--- src/hw/rtl/twlcg_pkg.sv ---
// Shared constants, payload types and controller codes for the twister generator.
package twlcg_pkg;

  localparam int unsigned WORD_COUNT = 624;
  localparam int unsigned TAP_OFFSET = 379;
  localparam int unsigned ADDR_W     = $clog2(WORD_COUNT);
  localparam int unsigned TAP_MOD    = TAP_OFFSET % WORD_COUNT;
  localparam int unsigned DATA_W     = 32;
  localparam int unsigned DIV_CNT_W  = $clog2(DATA_W);

  localparam logic [DATA_W-1:0] LCG_MUL   = 32'd2147001325;
  localparam logic [DATA_W-1:0] LCG_ADD   = 32'd715136305;
  localparam logic [DATA_W-1:0] FILL_XOR  = 32'h31415926;
  localparam logic [DATA_W-1:0] TWIST_XOR = 32'h9908B0DF;
  localparam logic [DATA_W-1:0] TEMPER_B  = 32'h9D2C5680;
  localparam logic [DATA_W-1:0] TEMPER_C  = 32'hEFC60000;

  typedef enum logic {
    ACT_SEED = 1'b0,
    ACT_DRAW = 1'b1
  } action_e;

  typedef struct packed {
    action_e            action;
    logic [31:0]        seed_value;
    logic signed [31:0] range_low;
    logic signed [31:0] range_high;
  } in_t;

  typedef struct packed {
    logic [31:0]        raw_number;
    logic signed [31:0] ranged_number;
    logic               unseeded;
  } out_t;

  typedef enum logic [1:0] {
    ADDR_HERE,
    ADDR_NEXT,
    ADDR_TAP
  } addr_sel_e;

  typedef enum logic [3:0] {
    ST_IDLE,
    ST_SEED,
    ST_RD_HERE,
    ST_RD_NEXT,
    ST_RD_TAP,
    ST_TWIST,
    ST_TEMPER,
    ST_DIV,
    ST_DONE
  } state_e;

  typedef struct packed {
    logic      load_item;
    logic      seed_step;
    addr_sel_e rd_sel;
    logic      cap_top;
    logic      cap_low;
    logic      twist;
    logic      temper;
    logic      div_step;
    logic      out_load;
  } cmd_t;

  typedef struct packed {
    logic seeded;
    logic cnt_last;
    logic div_last;
    logic out_free;
  } sts_t;

endpackage

--- src/hw/rtl/twlcg_ctrl.sv ---
// Sequencing state machine for seeding, twisting and the remainder loop.
module twlcg_ctrl import twlcg_pkg::*; (
  input  logic    clk_i,
  input  logic    rst_ni,
  input  logic    in_valid_i,
  input  action_e in_action_i,
  input  sts_t    sts_i,
  output logic    in_stall_o,
  output cmd_t    cmd_o
);

  state_e state_q, state_d;

  always_ff @(posedge clk_i or negedge rst_ni) begin
    if (!rst_ni) begin
      state_q <= ST_IDLE;
    end else begin
      state_q <= state_d;
    end
  end

  always_comb begin
    state_d = state_q;
    unique case (state_q)
      ST_IDLE: begin
        if (in_valid_i) begin
          if (in_action_i == ACT_SEED) begin
            state_d = ST_SEED;
          end else if (sts_i.seeded) begin
            state_d = ST_RD_HERE;
          end else begin
            state_d = ST_DONE;
          end
        end
      end
      ST_SEED: begin
        if (sts_i.cnt_last) begin
          state_d = ST_IDLE;
        end
      end
      ST_RD_HERE: state_d = ST_RD_NEXT;
      ST_RD_NEXT: state_d = ST_RD_TAP;
      ST_RD_TAP:  state_d = ST_TWIST;
      ST_TWIST:   state_d = ST_TEMPER;
      ST_TEMPER:  state_d = ST_DIV;
      ST_DIV: begin
        if (sts_i.div_last) begin
          state_d = ST_DONE;
        end
      end
      ST_DONE: begin
        if (sts_i.out_free) begin
          state_d = ST_IDLE;
        end
      end
      default: state_d = ST_IDLE;
    endcase
  end

  always_comb begin
    cmd_o      = '0;
    cmd_o.rd_sel = ADDR_HERE;
    in_stall_o = 1'b1;
    unique case (state_q)
      ST_IDLE: begin
        in_stall_o      = 1'b0;
        cmd_o.load_item = in_valid_i;
      end
      ST_SEED:    cmd_o.seed_step = 1'b1;
      ST_RD_HERE: cmd_o.rd_sel = ADDR_HERE;
      ST_RD_NEXT: begin
        cmd_o.rd_sel  = ADDR_NEXT;
        cmd_o.cap_top = 1'b1;
      end
      ST_RD_TAP: begin
        cmd_o.rd_sel  = ADDR_TAP;
        cmd_o.cap_low = 1'b1;
      end
      ST_TWIST:  cmd_o.twist = 1'b1;
      ST_TEMPER: cmd_o.temper = 1'b1;
      ST_DIV:    cmd_o.div_step = 1'b1;
      ST_DONE:   cmd_o.out_load = sts_i.out_free;
      default:   cmd_o = '0;
    endcase
  end

endmodule

--- config.mk ---
export PLATFORM = sky130hd
export DESIGN_NAME = twlcg_ctrl
export DESIGN_NICKNAME = d
export VERILOG_FILES = /design/src/hw/rtl/twlcg_pkg.sv /design/src/hw/rtl/twlcg_ctrl.sv
export SDC_FILE = /design/constraint.sdc
export NUM_CORES = 1
export LEC_CHECK = 0
export BUFFER_PORTS_ARGS = -buffer_cell sky130_fd_sc_hd__buf_4
export CORE_AREA = 2 2 39 41
export DETAILED_ROUTE_END_ITERATION = 6
export DIE_AREA = 0 0 41 43
export GPL_TIMING_DRIVEN = 0
export PLACE_DENSITY = 0.59
export SKIP_CTS_REPAIR_TIMING = 1
export SLEW_MARGIN = 10
export SYNTH_ARGS = -nofsm -noshare
export SYNTH_HDL_FRONTEND = slang
export SYNTH_SLANG_ARGS = --single-unit
--- constraint.sdc ---
create_clock -name clk_i -period 1.5 [get_ports clk_i]
set_clock_uncertainty 0.15 [all_clocks]
set_input_delay 0.15 -clock clk_i [delete_from_list [all_inputs] [get_ports clk_i]]
set_output_delay 0.15 -clock clk_i [all_outputs]
set_load 0.05 [all_outputs]
[Word-level counts from Yosys, hierarchy flattened]
Cells that the tools add are included.
Cells by class
  reduce and logical (&&, ||, !) cells: 2
  equality and inequality tests: 12
  multiplexer cells: 17
Operator list (count)
  $pmux W4 S9: 1
  $mux W4: 6
  $eq A4 B3 Y1 const B: 4
  $mux W1: 9
  $eq A4 B2 Y1 const B: 2
  $ne A2 B2 Y1 const B: 4
  $eq A4 B1 Y1 const B: 1
  $eq A4 B4 Y1 const B: 1
  $logic_not A4 Y1: 1
  $pmux W2 S2: 1
  $reduce_and A4 Y1: 1
Storage, ports and cells
  register bits after elaboration: 4
  output and inout port bits: 11
  input port bits: 8
  word-level logic and storage cells: 32

[Logic depth before layout (Yosys ltp)]
Gate-level depths: netlist (run 1).
  word-level depth: 4
  depth in mapped cells: 5
  depth with buffers taken out: 4

[Worst setup path before layout (run 1)]
Ideal clock, no wire load.
  path type: register to output
  start: reg state_q[3]
  end: out cmd_o[7] (netlist bit)
  slack: -0.985 ns
  arrival time: 2.185 ns
  cell stages (with the launch flop): 5
  buffers on the path: 2
  cells stage by stage: dfrtp_1 -> buf_2 -> nand2b_1 -> nor3_1 -> buf_4
RTL lines
  start, declared: line twlcg_ctrl.sv:12  | state_e state_q, state_d;
  start signal, assigned: line twlcg_ctrl.sv:18  | state_q <= state_d;
  end, declared: line twlcg_ctrl.sv:9  | output cmd_t cmd_o

==> impl_metrics.csv, run 1 <==
group,metric,value,unit
status,status,"finished with violations",
status,violations,"setup timing",
die,die_x,41,um
sta,finalSetupViolCount,9,
cells_and_area,top_register,"state_q",
sta,final.min_clock_period,1.63,ns
grt,grt_pass1_vias,349,
grt,grt_max_degree,11,
power_and_ir_drop,leakage,0.366,nW
yosys,yosys-mux-area-fraction,0,%
place,gp_congestion,0.722,
sta,worstMarginPinSlew,0.224,ns
place,dp_hpwl,694,um
clock_tree,path_clk_slew,0.04,ns
die,die_area,0.00176,mm2
die,core,0.00138,mm2
power_and_ir_drop,p_clk_share,7.8,%
worst_setup_path,crit_family,"buffers and inverters",
sta,hold_violations,0,
route,drt_wl_total,1.15,mm
grt,grt_pass1_wl,1.42,mm
flow_run,cap_violations,0,
clock_tree,clockRootBuffer,"clkbuf_4",
cells_and_area,antenna_cells,0,
clock_tree,clk_latency,0.24,ns
clock_tree,ctsHtreeMaxLevel,1,
yosys,ys_warn_count,0,
yosys,synth-adder-area-share,0,%
sta,slew_viol_final,0,
grt,grt_overflow,0,
worst_setup_path,end_kind,"output port",
clock_tree,cts_sinks,4,
worst_setup_path,cp_common_cell,"buf_6",
die,start_util,26.3,%
worst_setup_path,crit_chain,"buf_6 > nand2b_4 > nor3_4 > buf_6 > buf_8",
worst_setup_path,r2r-end,"state_q[3]",
yosys,synth_top_family_by_area,"simple AND/OR/NAND/NOR gates",
worst_setup_path,r2r_start,"state_q[1]",
power_and_ir_drop,seq_power_share,9.8,%
sta,relSlewSlack,85.0,%
route,viasPerCell,4.69,
worst_setup_path,path_class,"reg -> out",
route,drc_errors,0,
hold_path,holdCritPathClass,"in -> async",
yosys,synthCells,47,
die,io_pins,19,
worst_setup_path,reg2reg_setup_slack,0.06,ns
cells_and_area,nets,90,
worst_setup_path,cp_slowest_stage_delay,0.38,ns
place,dp.cells,81,
yosys,synth.cell_area,364,um2
die,num_rows,14,
sta,post-route-period-util,108,%
power_and_ir_drop,peakVddDrop,0.935,mV
clock_tree,clockBufferDepth,2,
yosys,syn_nets,55,
route,wl_per_cell,11.9,um
place,port_buffers,18,
yosys,yosys.area_share.simple,34.7,%
clock_tree,cts_tree,"yes",
power_and_ir_drop,internal_power,854,uW
route,drt-initial-drc-count,9,
cells_and_area,final_cells,96,
worst_setup_path,cp-start-kind,"register",
cells_and_area,final.fill_count,137,
worst_setup_path,reg2regPathDepth,6,
route,final_antenna_net_count,0,
yosys,synth_seq_cells,4,
worst_setup_path,worstPathRequired,1.20,ns
cells_and_area,top_regs,"state_q (4)",
sta,fin_ws,-0.126,ns
route,dr.pass1.iters,4,
worst_setup_path,path_buf_inv,3,
power_and_ir_drop,switchingPower,881,uW
grt,grt_usage,11.8,%
route,vias,450,
worst_setup_path,crit_fanout,8,
yosys,avgSynthCellArea,7.75,um2
cells_and_area,drive_above_1_share,60.0,%
cells_and_area,multi_input_area,279,um2
power_and_ir_drop,total_power,1.73,mW
power_and_ir_drop,p_per_area,2260,mW/mm2
die,die_height,43,um
cells_and_area,syn_to_final_growth,111,%
yosys,synth_xor_area_share,0,%
grt,antenna_found_initial,0,
sta,fmax,0.615,GHz
sta,rsz0062_at_grt,"true",
worst_setup_path,cp.arrival,1.33,ns
cells_and_area,seqCellArea,100,um2
yosys,ys_seq_area_share,27.5,%
power_and_ir_drop,swShare,50.8,%
worst_setup_path,crit_start,"state_q[3]",
yosys,ys_types,24,
yosys,synth-compound-area-share,24.4,%
worst_setup_path,crit_path_top_delay_cell,"dfrtp_1",
power_and_ir_drop,combPwrFrac,82.4,%
clock_tree,cts_buffers,3,
cells_and_area,largest_reg_flops,4,
[cells in the final DEF, fill, tap and decap left out, types with 2 or more instances in the layout]
master,count
dlygate4sd3_1,3
nand2_1,3
dfrtp_1,4
nand2b_1,2
nor3_4,3
buf_4,18
inv_1,2
nor2_1,7
clkbuf_4,3
buf_8,3
buf_6,11
[kinds of logic after synthesis]
| kind of cell | Yosys count |
|---|---|
| AND/OR/NAND/NOR | 25 |
| flip-flops | 4 |
| AO/OA/AOI/OAI | 10 |
| buffers and inverters | 8 |
[worst register-to-register path, stage by stage, from the launching register on]
cell and delay [ns]:
dfrtp_1 0.36, buf_6 0.14, clkbuf_2 0.15, and3b_1 0.18, o21ai_2 0.16, nand2_2 0.09
o22ai_2 0.14
[power by group through the flow]
| stage | Sequential [mW] | Combinational (mW) | Clock [mW] |
|---|---|---|---|
| 6_report | 0.170 | 1.43 | 0.136 |
| 5_1_grt | 0.172 | 1.51 | 0.158 |
| 4_1_cts | 0.168 | 1.17 | 0.137 |
| 3_5_place_dp | 0.169 | 1.17 | 0 |
| 3_3_place_gp | 0.169 | 1.17 | 0 |
| 2_1_floorplan | 0.168 | 0.925 | 0 |
[worst max-delay path by stage]
stage / end / slack [ns] / cells after the start
2_1_floorplan: cmd_o[7] / -0.18 / 4
3_3_place_gp: cmd_o[0] / 0.009 / 4
3_5_place_dp: cmd_o[0] / -0.02 / 4
4_1_cts: cmd_o[0] / -0.27 / 4
5_1_grt: cmd_o[7] / -0.18 / 5
6_report: cmd_o[7] / -0.13 / 5
[per-layer routing]
| metal | routed length, um | GRT usage, % | share of wire [%] |
|---|---|---|---|
| met2 | 601 | 18.4 | 52 |
| met3 | 66 | 4.71 | 5.8 |
| met5 | 0 | 0 | 0 |
| met1 | 459 | 15.0 | 40 |
| met4 | 18 | 2.00 | 1.6 |
[cell usage after synthesis]
library cell,instances,area (um2)
dfrtp_1,4,100
o22a_1,1,8.76
a2bb2oi_1,1,8.76
nor2b_1,1,6.26
buf_6,1,11.3
nand2b_1,3,18.8
and3b_1,1,8.76
buf_4,2,15.0
a21oi_1,1,5.00
o31ai_1,1,7.51
nor3_1,5,25.0
a211oi_1,1,7.51
o32ai_2,1,16.3
inv_1,2,7.51
nor2_1,7,26.3
buf_2,3,15.0
and3_1,2,12.5
o22ai_2,1,12.5
nand2_2,1,6.26
a31oi_1,1,6.26
nor3b_1,1,7.51
nand2_1,4,15.0
a21boi_0,1,7.51
o21ai_2,1,8.76
[metrics by stage]
stage / setup TNS, ns / instance area [um2] / setup WS (ns) / hold WS (ns) / utilization, %
after floorplan: -0.717 / 439 / -0.185 / -0.296 / -
final: -0.707 / 768 / -0.126 / 0.0974 / 55.5
after global routing: -1.30 / 768 / -0.180 / 0.0925 / 55.5
after detailed placement: -0.0232 / 594 / -0.0232 / -0.203 / 42.9
after CTS: -1.03 / 617 / -0.265 / -0.452 / 44.6
after global placement: 0 / 594 / 0.00869 / -0.203 / 42.9
[final cells by class]
| class | count | area share (%) |
|---|---|---|
| inverter | 2 | 0.977 |
| multi-input combinational | 35 | 36.3 |
| clock buffer | 3 | 2.93 |
| sequential | 4 | 13.0 |
| tap | 16 | 2.61 |
| buffer | 6 | 8.79 |
| timing repair buffer | 30 | 35.3 |
Note: power is estimated with default switching activity, not from simulation.
==> run 2, diff against run 1 <==
Settings changed: RECOVER_POWER set to 25.
==> impl_metrics.csv, run 2 (synthesis results as in run 1) <==
group,metric,value,unit
cells_and_area,layout_commonest_cell,"buf_4",
worst_setup_path,crit_family,"buffers and inverters",
route,drc_errors,0,
sta,hold_violations,0,
clock_tree,ctsHtreeMaxLevel,1,
worst_setup_path,reg2regPathDepth,6,
route,final_antenna_net_count,0,
cells_and_area,largest_reg_flops,4,
worst_setup_path,cp_common_cell,"buf_6",
grt,grt_usage,11.8,%
status,status,"finished with violations",
route,vias,450,
status,violations,"setup timing",
sta,worstMarginPinSlew,0.224,ns
place,dp_hpwl,694,um
cells_and_area,top_regs,"state_q (4)",
worst_setup_path,cp-start-kind,"register",
worst_setup_path,path_buf_inv,3,
flow_run,cap_violations,0,
clock_tree,path_clk_slew,0.04,ns
grt,antenna_found_initial,0,
worst_setup_path,reg2reg_setup_slack,0.06,ns
die,die_area,0.00176,mm2
worst_setup_path,r2r_start,"state_q[1]",
worst_setup_path,cp.arrival,1.33,ns
cells_and_area,nets,90,
cells_and_area,top_register,"state_q",
die,io_pins,19,
cells_and_area,final_cell_mix,"buf_4, buf_6, nor2_1",
worst_setup_path,worstPathRequired,1.20,ns
route,drt-initial-drc-count,9,
clock_tree,cts_buffers,3,
sta,fin_ws,-0.126,ns
sta,relSlewSlack,85.0,%
sta,post-route-period-util,108,%
grt,grt_max_degree,11,
place,gp_congestion,0.722,
clock_tree,clk_latency,0.24,ns
sta,fmax,0.615,GHz
route,viasPerCell,4.69,
die,start_util,26.3,%
route,dr.pass1.iters,4,
worst_setup_path,r2r-end,"state_q[3]",
sta,rsz0062_at_grt,"true",
worst_setup_path,crit_path_top_delay_cell,"dfrtp_1",
clock_tree,clockBufferDepth,2,
clock_tree,cts_sinks,4,
worst_setup_path,crit_start,"state_q[3]",
cells_and_area,syn_to_final_growth,110,%
route,wl_per_cell,11.9,um
die,die_height,43,um
cells_and_area,post-route-util,55.2,%
cells_and_area,antenna_cells,0,
worst_setup_path,path_class,"reg -> out",
worst_setup_path,end_kind,"output port",
sta,slew_viol_final,0,
cells_and_area,stdcell_area,764,um2
worst_setup_path,crit_end,"cmd_o[7]",
power_and_ir_drop,peakVddDrop,0.935,mV
die,num_rows,14,
place,port_buffers,18,
worst_setup_path,crit_chain,"buf_6 > nand2b_4 > nor3_4 > buf_6 > buf_8",
grt,grt_overflow,0,
die,core,0.00138,mm2
place,placed_cell_area,594,um2
sta,final.min_clock_period,1.63,ns
clock_tree,cts_tree,"yes",
route,drt_wl_total,1.15,mm
place,pre_cts_slack,-0.0232,ns
worst_setup_path,crit_fanout,8,
worst_setup_path,cp_slowest_stage_delay,0.38,ns
hold_path,holdCritPathClass,"in -> async",
die,die_x,41,um
power_and_ir_drop,p_per_area,2270,mW/mm2
clock_tree,clockRootBuffer,"clkbuf_4",
grt,grt_pass1_wl,1.42,mm
sta,finalSetupViolCount,9,
worst_setup_path,critical_path_depth,5,
cells_and_area,drive_above_1_share,58.8,%
grt,grt_pass1_vias,349,
power_and_ir_drop,leakage,0.363,nW
-- run 2: cell types whose count changed in the layout (fill, tap and decap cells not counted) --
cell,delta
clkbuf_1,+1
buf_4,-1
-- run 2: worst min-delay path by stage --
stage,slack [ns],from,to
after floorplan,-0.30,rst_ni,state_q[0]
after global placement,-0.20,rst_ni,state_q[1]
after detailed placement,-0.20,rst_ni,state_q[1]
after CTS,-0.45,rst_ni,state_q[1]
after global routing,0.15,rst_ni,state_q[0]
final,0.13,rst_ni,state_q[0]
-- run 2: area by class of cell --
class	instances	area [um2]
Buffer	6	67.6
Clock buffer	3	22.5
Fill cell	139	619
Inverter	2	7.51
Multi-Input combinational cell	35	279
Sequential cell	4	100
Tap cell	16	20.0
Timing Repair Buffer	30	268
-- run 2: metrics by stage --
| step | setup TNS (ns) | total power, mW | cells | hold WS [ns] |
|---|---|---|---|---|
| after global placement | 0 | 1.33 | 81 | -0.203 |
| after detailed placement | -0.0232 | 1.34 | 81 | -0.203 |
| final | -0.707 | 1.73 | 96 | 0.131 |
| after CTS | -1.03 | 1.47 | 84 | -0.452 |
| after floorplan | -0.717 | 1.09 | 47 | -0.296 |
| after global routing | -1.30 | 1.84 | 96 | 0.148 |
-- run 2: report_power, final --
group / internal (mW) / switching, mW
sequential: 0.151 / 0.0188
combinational: 0.612 / 0.815
clock: 0.0897 / 0.0463
total: 0.853 / 0.881
-- run 2: per-layer routing --
| metal | global-route usage [%] | part of all wire, % | up-vias |
|---|---|---|---|
| li1 | - | - | 231 |
| met1 | 15.0 | 40 | 200 |
| met2 | 18.4 | 52 | 17 |
| met3 | 4.71 | 5.8 | 2 |
| met4 | 2.00 | 1.6 | 0 |
| met5 | 0 | 0 | - |
